==> config.mk <==
export PLATFORM = sky130hd
export DESIGN_NAME = mbe_ctrl
export DESIGN_NICKNAME = d
export VERILOG_FILES = /design/src/hdl/mbe_pkg.sv /design/src/hdl/mbe_ctrl.sv
export SDC_FILE = /design/constraint.sdc
export NUM_CORES = 1
export LEC_CHECK = 0
export BUFFER_PORTS_ARGS = -buffer_cell sky130_fd_sc_hd__buf_4
export CAP_MARGIN = 10
export CELL_PAD_IN_SITES_DETAIL_PLACEMENT = 1
export CELL_PAD_IN_SITES_GLOBAL_PLACEMENT = 1
export CORE_MARGIN = 2
export CORE_UTILIZATION = 27
export DETAILED_ROUTE_END_ITERATION = 8
export PLACE_DENSITY = 0.66
export SETUP_SLACK_MARGIN = 0.02
export SLEW_MARGIN = 0
export SYNTH_ARGS = -nofsm -noshare
export SYNTH_HDL_FRONTEND = slang
export SYNTH_SLANG_ARGS = --single-unit
==> constraint.sdc <==
create_clock -name clock -period 4.6 [get_ports clock]
set_clock_uncertainty 0.05 [all_clocks]
set_input_delay 1.38 -clock clock [delete_from_list [all_inputs] [get_ports clock]]
set_output_delay 1.38 -clock clock [all_outputs]
set_load 0.1 [all_outputs]
==> src/hdl/mbe_pkg.sv <==
package mbe_pkg;

   localparam int COORD_BITS    = 12;
   localparam int FRAC_BITS_DEF = 56;
   localparam int CSR_ADDR_BITS = 5;
   localparam int CSR_DATA_BITS = 64;

   localparam logic [15:0] MAX_ITER_RST = 16'd50;
   localparam logic [23:0] COLOR_STEP   = 24'hff0100;

   typedef struct packed {
      logic [COORD_BITS-1:0] pixel_x;
      logic [COORD_BITS-1:0] pixel_y;
   } mbe_req_type;

   typedef struct packed {
      logic [COORD_BITS-1:0] out_x;
      logic [COORD_BITS-1:0] out_y;
      logic [31:0]           pixel_color;
      logic [15:0]           escape_count;
   } mbe_rsp_type;

   typedef struct packed {
      logic [15:0]        max_iterations;
      logic [62:0]        pixel_scale;
      logic signed [63:0] offset_real;
      logic signed [63:0] offset_imag;
   } mbe_cfg_type;

   // operand pair / destination of one shared multiply
   typedef enum logic [2:0] {
      OP_CX,
      OP_CY,
      OP_RI,
      OP_RR,
      OP_II
   } mbe_op_type;

   typedef struct packed {
      logic       start;
      mbe_op_type op;
      logic       mul_load;
      logic       mul_pp;
      logic [1:0] pp_idx;
      logic       mul_finish;
      logic       offs;
      logic       upd_a;
      logic       upd_b;
      logic       load_out;
   } mbe_cmd_type;

   typedef struct packed {
      logic mag_ge_four;
      logic count_ge_max;
   } mbe_sts_type;

endpackage

==> src/hdl/mbe_ctrl.sv <==
module mbe_ctrl (
   input  logic                 clock,
   input  logic                 reset,
   input  logic                 req_valid,
   output logic                 req_stall,
   output logic                 rsp_valid,
   input  logic                 rsp_stall,
   input  mbe_pkg::mbe_sts_type sts,
   output mbe_pkg::mbe_cmd_type cmd
);
   import mbe_pkg::*;

   typedef enum logic [3:0] {
      S_IDLE,
      S_CX,
      S_CY,
      S_OFFS,
      S_RI,
      S_UPA,
      S_UPB,
      S_RR,
      S_II,
      S_CHK,
      S_DONE
   } state_type;

   // phase 0 loads operands, 1..4 issue partial products, 6 writes the result
   localparam logic [2:0] PH_LAST = 3'd6;

   state_type  state_ff;
   logic [2:0] phase_ff;
   logic       rsp_valid_ff;
   logic       is_mul;
   logic       out_free;

   assign is_mul    = (state_ff inside {S_CX, S_CY, S_RI, S_RR, S_II});
   assign out_free  = !rsp_valid_ff || !rsp_stall;
   assign req_stall = (state_ff != S_IDLE);
   assign rsp_valid = rsp_valid_ff;

   always_comb begin
      cmd            = '0;
      cmd.op         = OP_CX;
      cmd.start      = (state_ff == S_IDLE) && req_valid;
      cmd.mul_load   = is_mul && (phase_ff == 3'd0);
      cmd.mul_pp     = is_mul && (phase_ff inside {[3'd1:3'd4]});
      cmd.pp_idx     = 2'(phase_ff - 3'd1);
      cmd.mul_finish = is_mul && (phase_ff == PH_LAST);
      cmd.offs       = (state_ff == S_OFFS);
      cmd.upd_a      = (state_ff == S_UPA);
      cmd.upd_b      = (state_ff == S_UPB);
      cmd.load_out   = (state_ff == S_DONE) && out_free;
      case (state_ff)
         S_CY:    cmd.op = OP_CY;
         S_RI:    cmd.op = OP_RI;
         S_RR:    cmd.op = OP_RR;
         S_II:    cmd.op = OP_II;
         default: cmd.op = OP_CX;
      endcase
   end

   always_ff @(posedge clock) begin
      if (reset) begin
         state_ff     <= S_IDLE;
         phase_ff     <= '0;
         rsp_valid_ff <= 1'b0;
      end else begin
         if (cmd.load_out)
            rsp_valid_ff <= 1'b1;
         else if (!rsp_stall)
            rsp_valid_ff <= 1'b0;

         if (is_mul)
            phase_ff <= (phase_ff == PH_LAST) ? 3'd0 : phase_ff + 3'd1;

         case (state_ff)
            S_IDLE: if (req_valid) state_ff <= S_CX;
            S_CX:   if (phase_ff == PH_LAST) state_ff <= S_CY;
            S_CY:   if (phase_ff == PH_LAST) state_ff <= S_OFFS;
            S_OFFS: state_ff <= S_RI;
            S_RI:   if (phase_ff == PH_LAST) state_ff <= S_UPA;
            S_UPA:  state_ff <= S_UPB;
            S_UPB:  state_ff <= S_RR;
            S_RR:   if (phase_ff == PH_LAST) state_ff <= S_II;
            S_II:   if (phase_ff == PH_LAST) state_ff <= S_CHK;
            S_CHK: begin
               if (sts.mag_ge_four || sts.count_ge_max)
                  state_ff <= S_DONE;
               else
                  state_ff <= S_RI;
            end
            S_DONE: if (out_free) state_ff <= S_IDLE;
            default: state_ff <= S_IDLE;
         endcase
      end
   end

endmodule

==> results.sh <==
export IMPL_hold_buffers=0
export IMPL_min_path_cells=2
export IMPL_clk_pin_slew_ps=60
export IMPL_antenna_found_initial=0
export IMPL_dr_pass1_iters=4
export IMPL_fillerInstances=307
export IMPL_highest_layer="met4"
export IMPL_grt_pass1_wl_um=2891
export IMPL_cp_startpoint="state_ff[0]$_SDFFE_PP0P_"
export IMPL_reg2reg_slack_ps=2710
export IMPL_arrival_ps=2200
export IMPL_dr_wl_met3_um=113
export IMPL_final_common_cell="buf_4"
export IMPL_initial_core_util_pct=27.99
export IMPL_clk_latency_ps=260
export IMPL_dieArea_mm2=0.002913
export IMPL_period_minus_slack_ps=3629
export IMPL_final_layout_size_suffix_gt1_share_pct=29.13
export IMPL_rows=18
export IMPL_outcome="finished clean"
export IMPL_die_w_um=53.98
export IMPL_dp_hpwl_um=1360
export IMPL_holdPathEnd="rsp_valid$_SDFFE_PP0P_"
export IMPL_r2r_start="state_ff[0]$_SDFFE_PP0P_"
export IMPL_drt_iter0_markers=4
export IMPL_multi_input_area_um2=462.9
export IMPL_grt_max_degree=16
export IMPL_rr_endpoint="state_ff[0]$_SDFFE_PP0P_"
export IMPL_grt_usage_pct=14.01
export IMPL_cp_required_ps=3170
export IMPL_grt_setup_unrepaired="no"
export IMPL_drt_met1_wl_um=680
export IMPL_place_gp_congestion=0.7953
export IMPL_die_y_um=53.98
export IMPL_io_pins=21
export IMPL_num_nets_final=115
export IMPL_critical_path_class="reg -> out"
export IMPL_cts_tree="built"
export IMPL_yosys_register_bits=8
export IMPL_syn2layout_area_growth_pct=27.46
export IMPL_period_share_pct=78.90
export IMPL_seq_area_um2=160.2
export IMPL_clock_sinks=8
export IMPL_ys_warn_count=0
export IMPL_ant_nets=0
export IMPL_place_ws_ps=1204
export IMPL_syn_nets=95
export IMPL_worst_path_max_fanout=15
export IMPL_route_met2_wl_um=900
export IMPL_finalHoldViolCount=0
export IMPL_drv_cap=0
export IMPL_setup_viol=0
export IMPL_fmax_ghz=0.2755
export IMPL_drc=0
export IMPL_clockRootBuffer="clkbuf_4"
export IMPL_cts_htree_levels=1
export IMPL_r2r_worst_path_cells=4
export IMPL_cts_setup_buffers=0
export IMPL_grt_overflow=0
export IMPL_tightest_slew_ps=602.6
export IMPL_insertedDiodeCount=0
export IMPL_cts_buffers=3
export IMPL_ys_seq_area_share_pct=23.75
export IMPL_grt_pass1_vias=673
export IMPL_via_count=686
export IMPL_vias_per_cell=5.158
export IMPL_slew_viol_final=0
export IMPL_slew_headroom_pct=59.77
export IMPL_cp_end_kind="output port"
export IMPL_wire_per_inst_um=12.95
export IMPL_synth_distinct_cells=36
export IMPL_synthCells=85
export IMPL_setup_slack_ps=970.6
export IMPL_syn_area_per_cell_um2=7.934
export IMPL_cts_resized=0
export IMPL_min_from="rsp_valid$_SDFFE_PP0P_"
export IMPL_syn_cell_area_um2=674.4
export IMPL_wirelength_um=1722
export IMPL_hp_class="reg -> reg"
export IMPL_clock_path_buffers=2
export IMPL_numPortBuffers=20
export IMPL_core_mm2=0.002410
export IMPL_layout_common_cells="buf_4, nor2_1, dfxtp_1"
export IMPL_start_kind="flop"
## final cells by class
cell class | count | area share [%]
sequential | 8 | 18.63
multi-input combinational | 65 | 53.86
tap | 30 | 4.367
timing repair buffer | 20 | 17.47
inverter | 7 | 3.057
clock buffer | 3 | 2.620
## worst max-delay path, stage by stage, from the launching register on
cell	delay, ps
dfxtp_1	700
xnor3_1	470
o21ba_2	280
nor3b_2	180
buf_4	310
## routing by layer
layer  track usage, %  up-vias
li1                 -      339
met1            13.98      326
met2            25.41       16
met3            5.278        5
met4            6.667        0
met5                0        -
## synth_stat cells
library cell  number  share of area [%]
nand4_1            2                1.9
a21oi_1            7                5.2
nor3_1             3                2.2
inv_1              7                3.9
nor3b_1            1                1.1
o32ai_1            2                2.6
and2_1             1               0.93
buf_2              1               0.74
nand2_1            6                3.3
a21boi_0           1                1.1
o21ba_2            1                1.5
o21ai_1            1               0.74
clkbuf_1           1               0.56
xor2_1             2                2.6
nand2b_1           3                2.8
o22a_1             1                1.3
nor2_1            12                6.7
buf_4              1                1.1
nor4_1             1               0.93
nor4b_2            1                2.2
o21bai_2           1                1.7
buf_6              2                3.3
a31oi_1            1               0.93
or4_4              1                1.7
a211o_2            1                1.5
nand3b_1           1                1.1
nand4bb_1          1                1.7
ha_1               4                7.4
o21ai_0            3                2.2
mux2i_1            2                3.0
a211oi_1           1                1.1
o22ai_1            1               0.93
a211oi_2           1                1.9
dfxtp_1            8                 24
xnor3_1            1                3.3
o31ai_1            1                1.1
## state kept, by name, summed over array words and instances, names as in the netlist
| signal | cells |
|---|---|
| phase_ff | 3 |
| rsp_valid | 1 |
| state_ff | 4 |
## cells by family (layout without fill, tap and decap cells)
family	Yosys count	after routing	share of synthesized area [%]
buf+inv	12	30	9.647
mux	2	2	2.969
fa+ha+maj	4	4	7.421
xor+xnor	3	3	5.937
flops	8	8	23.75
simple gates	33	33	26.53
compound gates	23	23	23.75
## worst max-delay path by stage
stage	depth (start not counted)	end
global route	4	cmd[8]
finish	4	cmd[8]
CTS	4	cmd[8]
detailed placement	4	cmd[8]
floorplan	4	cmd[4]
global placement	3	cmd[0]
## per-stage QoR
stage | instances | utilization, % | hold slack [ps] | setup TNS, ps | area [um^2]
4_1_cts | 133 | 35.67 | 491.7 | 0 | 859.6
5_1_grt | 133 | 35.67 | 541.4 | 0 | 859.6
3_3_place_gp | 130 | 34.74 | 467.5 | 0 | 837.1
2_1_floorplan | 85 | - | 480.6 | -30.45 | 688.2
3_5_place_dp | 130 | 34.74 | 484.3 | 0 | 837.1
6_report | 133 | 35.67 | 492.4 | 0 | 859.6
Power is not shown: default switching activity piles up to over one toggle a cycle in this logic, so the estimate is an artifact.
