--- src/hdl/mbe_pkg.sv ---
package mbe_pkg;

   localparam int COORD_BITS    = 12;
   localparam int FRAC_BITS_DEF = 56;
   localparam int CSR_ADDR_BITS = 5;
   localparam int CSR_DATA_BITS = 64;

   localparam logic [15:0] MAX_ITER_RST = 16'd50;
   localparam logic [23:0] COLOR_STEP   = 24'hff0100;

   typedef struct packed {
      logic [COORD_BITS-1:0] pixel_x;
      logic [COORD_BITS-1:0] pixel_y;
   } mbe_req_type;

   typedef struct packed {
      logic [COORD_BITS-1:0] out_x;
      logic [COORD_BITS-1:0] out_y;
      logic [31:0]           pixel_color;
      logic [15:0]           escape_count;
   } mbe_rsp_type;

   typedef struct packed {
      logic [15:0]        max_iterations;
      logic [62:0]        pixel_scale;
      logic signed [63:0] offset_real;
      logic signed [63:0] offset_imag;
   } mbe_cfg_type;

   // operand pair / destination of one shared multiply
   typedef enum logic [2:0] {
      OP_CX,
      OP_CY,
      OP_RI,
      OP_RR,
      OP_II
   } mbe_op_type;

   typedef struct packed {
      logic       start;
      mbe_op_type op;
      logic       mul_load;
      logic       mul_pp;
      logic [1:0] pp_idx;
      logic       mul_finish;
      logic       offs;
      logic       upd_a;
      logic       upd_b;
      logic       load_out;
   } mbe_cmd_type;

   typedef struct packed {
      logic mag_ge_four;
      logic count_ge_max;
   } mbe_sts_type;

endpackage

--- src/hdl/mbe_csr.sv ---
module mbe_csr #(
   parameter int FRAC_BITS = mbe_pkg::FRAC_BITS_DEF
) (
   input  logic                              clock,
   input  logic                              reset,
   input  logic                              csr_psel,
   input  logic                              csr_penable,
   input  logic                              csr_pwrite,
   input  logic [mbe_pkg::CSR_ADDR_BITS-1:0] csr_paddr,
   input  logic [mbe_pkg::CSR_DATA_BITS-1:0] csr_pwdata,
   output logic [mbe_pkg::CSR_DATA_BITS-1:0] csr_prdata,
   output logic                              csr_pready,
   output mbe_pkg::mbe_cfg_type              cfg
);
   import mbe_pkg::*;

   localparam logic [1:0] REG_MAX_ITER = 2'd0;
   localparam logic [1:0] REG_SCALE    = 2'd1;
   localparam logic [1:0] REG_OFF_RE   = 2'd2;
   localparam logic [1:0] REG_OFF_IM   = 2'd3;

   mbe_cfg_type cfg_ff;
   logic [1:0]  reg_idx;
   logic        wr_en;

   assign reg_idx    = csr_paddr[CSR_ADDR_BITS-1:3];
   assign wr_en      = csr_psel && csr_penable && csr_pwrite;
   assign csr_pready = 1'b1;
   assign cfg        = cfg_ff;

   always_ff @(posedge clock) begin
      if (reset) begin
         cfg_ff.max_iterations <= MAX_ITER_RST;
         cfg_ff.pixel_scale    <= 63'(1) << FRAC_BITS;
         cfg_ff.offset_real    <= '0;
         cfg_ff.offset_imag    <= '0;
      end else if (wr_en) begin
         case (reg_idx)
            REG_MAX_ITER: cfg_ff.max_iterations <= csr_pwdata[15:0];
            REG_SCALE:    cfg_ff.pixel_scale    <= csr_pwdata[62:0];
            REG_OFF_RE:   cfg_ff.offset_real    <= csr_pwdata;
            REG_OFF_IM:   cfg_ff.offset_imag    <= csr_pwdata;
            default: ;
         endcase
      end
   end

   always_comb begin
      case (reg_idx)
         REG_MAX_ITER: csr_prdata = {48'd0, cfg_ff.max_iterations};
         REG_SCALE:    csr_prdata = {1'b0, cfg_ff.pixel_scale};
         REG_OFF_RE:   csr_prdata = cfg_ff.offset_real;
         REG_OFF_IM:   csr_prdata = cfg_ff.offset_imag;
         default:      csr_prdata = '0;
      endcase
   end

endmodule

--- config.mk ---
export PLATFORM = sky130hd
export DESIGN_NAME = mbe_csr
export DESIGN_NICKNAME = d
export VERILOG_FILES = /design/src/hdl/mbe_pkg.sv /design/src/hdl/mbe_csr.sv
export SDC_FILE = /design/constraint.sdc
export NUM_CORES = 1
export LEC_CHECK = 0
export BUFFER_PORTS_ARGS = -buffer_cell sky130_fd_sc_hd__buf_2
export CAP_MARGIN = 40
export CORE_ASPECT_RATIO = 1.75
export CORE_MARGIN = 4
export CORE_UTILIZATION = 52
export CTS_BUF_LIST = sky130_fd_sc_hd__clkbuf_8
export CTS_CLUSTER_SIZE = 10
export DETAILED_ROUTE_END_ITERATION = 8
export PLACE_DENSITY = 0.91
export SLEW_MARGIN = 5
export SYNTH_ARGS = -nofsm -noshare
export SYNTH_HDL_FRONTEND = slang
export SYNTH_SLANG_ARGS = --single-unit
--- constraint.sdc ---
create_clock -name clock -period 2.4 [get_ports clock]
set_input_delay 0.6 -clock clock [delete_from_list [all_inputs] [get_ports clock]]
set_output_delay 0.6 -clock clock [all_outputs]
set_load 0.03 [all_outputs]
==> results.toml, run 1 <==
[outcome]
status = "finished, final reports clean"

[synth]
synthCells = 885
synthFlopType = "dfxtp_1"
ys_seq_area_frac = 0.425
syn_area_per_cell_um2 = 11.0
synth_edf_count = 0
synth.area.top_cells = "dfxtp_1, mux2i_1, nand2b_1, mux2_2, a22o_1"
synth_nets = 959
synth_cell_type_count = 24
ys_seq_elements = 207
yosysWarnings = 0
yosys.area.top_type = "dfxtp_1"
synth-async-reset-ratio = 0
synth_top_area_frac = 0.425
synth_commonest_cells = "nand2b_1, dfxtp_1, mux2i_1, a22o_1, mux2_2"
netlist_area_mm2 = 0.00975
synth_most_common_cell = "nand2b_1"

[floorplanning]
core_mm2 = 0.0185
die_h_um = 189
io_pins = 346
start_util = 0.527
die_x_um = 112
die_area_mm2 = 0.0211
num_rows = 66

[global_route]
grt_pass1_vias = 8326
grt_pass1_wl_um = 43500
grt-busiest-layer = "met2"
grt.overflow.total = 0
antenna_found_initial = 1
gr-usage-met1 = 0.271
use_met3 = 0.0473
grt_max_degree = 96
grt_use_met2 = 0.459
grt_usage = 0.250

[routing]
wl_per_cell_um = 19.0
drt_wl_total_um = 27800
drtIter0Drc = 434
viasPerCell = 5.41
route.antenna.remaining_nets = 0
first_pass_iters = 5
drcViolationCount = 0
vias = 7931

[setup_path]
worst_path_largest_cell_delay_ns = 0.34
cp.required_ns = 1.80
crit_buf_inv = 3
path_class = "in -> out"
critPathArrivalTime_ns = 1.77
start_kind = "input port"
critPathMostFrequentCell = "buf_4"
cp_top_family = "buffers and inverters"
timing.rr.start = "cfg[196]$_SDFFE_PP1P_"
critPathSlowestCell = "buf_4"
worst-r2r-cell-count = 2
rrSetupSlack_ns = 1.68
crit_end = "csr_prdata[2]"
cp-end-kind = "output port"
crit_chain = "buf_4 > buf_4 > mux4_2 > buf_2"
critPathLaunch = "csr_paddr[4]"
cp_max_fo = 19
r2r_end = "cfg[196]$_SDFFE_PP1P_"
path_depth = 4

[cells_and_area]
nets = 1282
n_antenna_cell = 0
largest_register_ffs = 207
final_util = 0.667
synthToLayoutAreaGrowth_pct = 26.7
drive_gt1_frac = 0.388
fin_cells = 1465

[timing]
timing.setup.tns_ns = 0
setup_viol = 0
fin_ws_ns = 0.0350
slew_headroom = 0.518
rsz0062_at_grt = "false"
hold_viol = 0
fin_crit_sh = 0.985
finalCriticalPeriod_ns = 2.37
finalClockSkew_ns = 0
worst_slew_pin_slew_ns = 0.723
fmax_ghz = 0.423
final_max_slew_viol_count = 0

[clock_tree]
cts_htree_levels = 1
cts_resized = 0
cts.clk_slew.worst_paths_ns = 0.07
cts_buffer_depth = 3
cts_tree = "built"
ctsHoldBuffers = 0
postCtsSetupRepairBufs = 0
numCtsBuffers = 29
cts_root_buffer = "clkbuf_8"
cts.sinks = 207
worstSkewPairLatency_ns = 0.53

[hold_path]
hold_class = "in -> reg"

[place]
numPortBuffers = 341
dpl.cell_count = 1415
hpwl_um = 20100
place_ws_ns = 0.0585
place.gp.congestion = 0.824

[job]
max_cap_violations = 0

[power]
ir_drop_mv = 0.491
leakage_nw = 6.46
power_density_mw_per_mm2 = 577
-- cells by family (layout without fill, tap and decap cells) --
| kind of cell | count (synthesis) | after routing | share of synthesized area |
|---|---|---|---|
| AO/OA/AOI/OAI | 48 | 48 | 0.0431 |
| buffers and inverters | 74 | 416 | 0.0451 |
| flip-flops | 207 | 207 | 0.425 |
| multiplexers | 270 | 270 | 0.304 |
| other | 1 | 1 | 0.000385 |
| AND/OR/NAND/NOR | 285 | 285 | 0.183 |
-- where the power goes --
part | internal, W | total, W | switching [W]
Clock | 0.00162 | 0.00290 | 0.00128
Combinational | 0.000295 | 0.000700 | 0.000406
Sequential | 0.00348 | 0.00352 | 0.0000391
Total | 0.00540 | 0.00712 | 0.00172
-- cell type report --
type | instances | area [µm²]
Tap cell | 238 | 298
Fill cell | 1423 | 6150
Clock inverter | 12 | 100
Sequential cell | 207 | 4140
Multi-Input combinational cell | 604 | 5180
Timing Repair Buffer | 366 | 2100
Clock buffer | 38 | 523
-- stage by stage --
stage	area (µm²)	power (W)	hold slack (ns)
finish	12300	0.00712	0.361
global placement	11700	0.00428	0.469
CTS	12300	0.00719	0.325
floorplan	9750	0.00406	0.604
detailed placement	11700	0.00429	0.477
global route	12300	0.00736	0.337
-- metal layers --
| layer | part of all wire | routed length [µm] | vias to the layer above |
|---|---|---|---|
| li1 | - | - | 3685 |
| met1 | 0.37 | 10200 | 3821 |
| met2 | 0.52 | 14600 | 331 |
| met3 | 0.059 | 1640 | 92 |
| met4 | 0.049 | 1360 | 2 |
| met5 | 0.00072 | 20 | - |
-- cells in the final DEF, fill, tap and decap left out, types with 2 or more instances in the layout --
cell,count
inv_1,8
a22o_1,47
nand2b_1,267
bufinv_16,2
clkinv_2,2
mux2i_1,207
nor2_1,6
clkbuf_8,38
buf_2,338
mux2_2,47
and3_1,2
mux4_2,16
buf_12,16
buf_4,12
dfxtp_1,207
-- worst register-to-register path: cells and delay by family, from the launching register on --
kind             cells  cell delay [ns]
DFF                  1             0.34
muxes                1             0.10
and+or+nand+nor      1             0.16
-- how the worst min path moves through the flow --
stage                          start                    end  depth (start not counted)
4_1_cts                csr_pwdata[4]  cfg[195]$_SDFFE_PP1P_                          3
5_1_grt                csr_pwdata[4]  cfg[195]$_SDFFE_PP1P_                          3
3_5_place_dp   cfg[176]$_SDFFE_PP0P_  cfg[176]$_SDFFE_PP0P_                          2
3_3_place_gp   cfg[200]$_SDFFE_PP0P_  cfg[200]$_SDFFE_PP0P_                          2
2_1_floorplan  cfg[132]$_SDFFE_PP0P_  cfg[132]$_SDFFE_PP0P_                          2
6_report               csr_pwdata[4]  cfg[195]$_SDFFE_PP1P_                          3
(Power assumes the default switching activity.)
==> run 2, diff against run 1 <==
--- a/config.mk
+++ b/config.mk
@@ -7,7 +7,6 @@
 export LEC_CHECK = 0
 export BUFFER_PORTS_ARGS = -buffer_cell sky130_fd_sc_hd__buf_2
 export CAP_MARGIN = 40
-export CORE_ASPECT_RATIO = 1.75
 export CORE_MARGIN = 4
 export CORE_UTILIZATION = 52
 export CTS_BUF_LIST = sky130_fd_sc_hd__clkbuf_8
==> results.toml, run 2 (synthesized netlist as in run 1, its figures left out) <==
[cells_and_area]
final_cell_mix = "buf_2, nand2b_1, mux2i_1, dfxtp_1"
fin_cells = 1461
synthToLayoutAreaGrowth_pct = 26.7
drive_gt1_frac = 0.392
largest_register_ffs = 207
fillers = 1356
nets = 1284
final_util = 0.678
mostFrequentLayoutCell = "buf_2"

[timing]
hold_viol = 0
setup_viol = 0
fmax_ghz = 0.424
rsz0062_at_grt = "false"
finalCriticalPeriod_ns = 2.36
timing.setup.tns_ns = 0
worst_slew_pin_slew_ns = 0.644
finalClockSkew_ns = 0
final_max_slew_viol_count = 0
slew_headroom = 0.571
fin_crit_sh = 0.982
fin_ws_ns = 0.0433

[power]
p_int_w = 0.00549
p_sw_frac = 0.246
p_total_w = 0.00728
p_seq_frac = 0.484
leakage_nw = 6.46
power_density_mw_per_mm2 = 589
p_sw_w = 0.00179
ir_drop_mv = 0.388
pwr-share-comb = 0.095
clockPowerShare = 0.421

[global_route]
grt_max_degree = 129
grt_usage = 0.250
grt.overflow.total = 0
grt_pass1_vias = 8230
antenna_found_initial = 1
grt_pass1_wl_um = 43900

[clock_tree]
cts_tree = "built"
cts.sinks = 207
postCtsSetupRepairBufs = 0
worstSkewPairLatency_ns = 0.48
numCtsBuffers = 34
cts_root_buffer = "clkbuf_8"
cts_htree_levels = 2
cts.clk_slew.worst_paths_ns = 0.06
cts_buffer_depth = 3

[floorplanning]
die_h_um = 145
start_util = 0.535
io_pins = 346
die_x_um = 145
num_rows = 49
core_mm2 = 0.0182
die_area_mm2 = 0.0210

[setup_path]
cp.required_ns = 1.80
path_class = "in -> out"
cp_max_fo = 32
start_kind = "input port"
cp-end-kind = "output port"
critPathArrivalTime_ns = 1.76

[place]
numPortBuffers = 341
dpl.cell_count = 1403
place.gp.congestion = 0.860
hpwl_um = 19100
place_ws_ns = 0.0425

[routing]
route.antenna.remaining_nets = 0
wl_per_cell_um = 18.6
first_pass_iters = 5
vias = 7864
drt_wl_total_um = 27200
viasPerCell = 5.38
drcViolationCount = 0
drtIter0Drc = 323

[hold_path]
hold_class = "in -> reg"

[outcome]
status = "finished, final reports clean"

[job]
max_cap_violations = 0
run 2: cell types whose count changed in the layout (fill, tap and decap cells not counted), sizes merged, moves of 2 or more:
| cell | change |
|---|---|
| clkinv | +3 |
| inv | -2 |
| clkbuf | +6 |
| buf | -4 |
| clkinvlp | +2 |
run 2: what timing repair did:
item,4_1_cts,5_1_grt
setup endpoints to repair,0,1
hold buffers,0,0
gates resized for setup,0,1
run 2: cell type report:
type / instances / area, µm² / share of cell area
flip-flops and latches: 207 / 4140 / 0.335
diodes: 1 / 2.50 / 0.000203
clock inverters: 14 / 92.6 / 0.00749
well taps: 229 / 287 / 0.0232
clock buffers: 43 / 592 / 0.0479
repair buffers: 363 / 2060 / 0.166
multi-input cells: 604 / 5180 / 0.419
run 2: power by group through the flow:
stage | sequential [W] | clock [W] | combinational (W)
final | 0.00352 | 0.00307 | 0.000693
after global routing | 0.00352 | 0.00330 | 0.000739
after CTS | 0.00352 | 0.00313 | 0.000694
after detailed placement | 0.00359 | 0 | 0.000691
after global placement | 0.00359 | 0 | 0.000679
after floorplan | 0.00367 | 0 | 0.000388
run 2: final timing paths:
kind / startpoint / to / slack [ns] / cells after the start
setup / recovery: csr_paddr[3] / csr_prdata[28] / 0.04 / 6
hold / removal: csr_pwdata[1] / cfg[192]$_SDFFE_PP1P_ / 0.39 / 3
setup reg to reg: cfg[9]$_SDFFE_PP0P_ / cfg[9]$_SDFFE_PP0P_ / 1.66 / 2
hold reg to reg: cfg[121]$_SDFFE_PP0P_ / cfg[121]$_SDFFE_PP0P_ / 0.49 / 2
run 2: worst max-delay path, stage by stage:
cell	delay, ns
buf_4	0.14
buf_12	0.17
nor2b_4	0.22
buf_12	0.22
a22o_1	0.17
buf_2	0.21
run 2: routing by layer:
layer	GRT usage	up-vias	routed length (µm)
met1	0.297	3779	10800
met2	0.442	323	13700
met5	0	-	0
met3	0.0611	64	1890
li1	-	3698	-
met4	0.0903	0	762
run 2: per-stage QoR:
step	cell area, µm²	hold slack (ns)
after floorplan	9750	0.604
after global placement	11700	0.470
after detailed placement	11700	0.476
after CTS	12300	0.360
after global routing	12400	0.366
final	12400	0.388
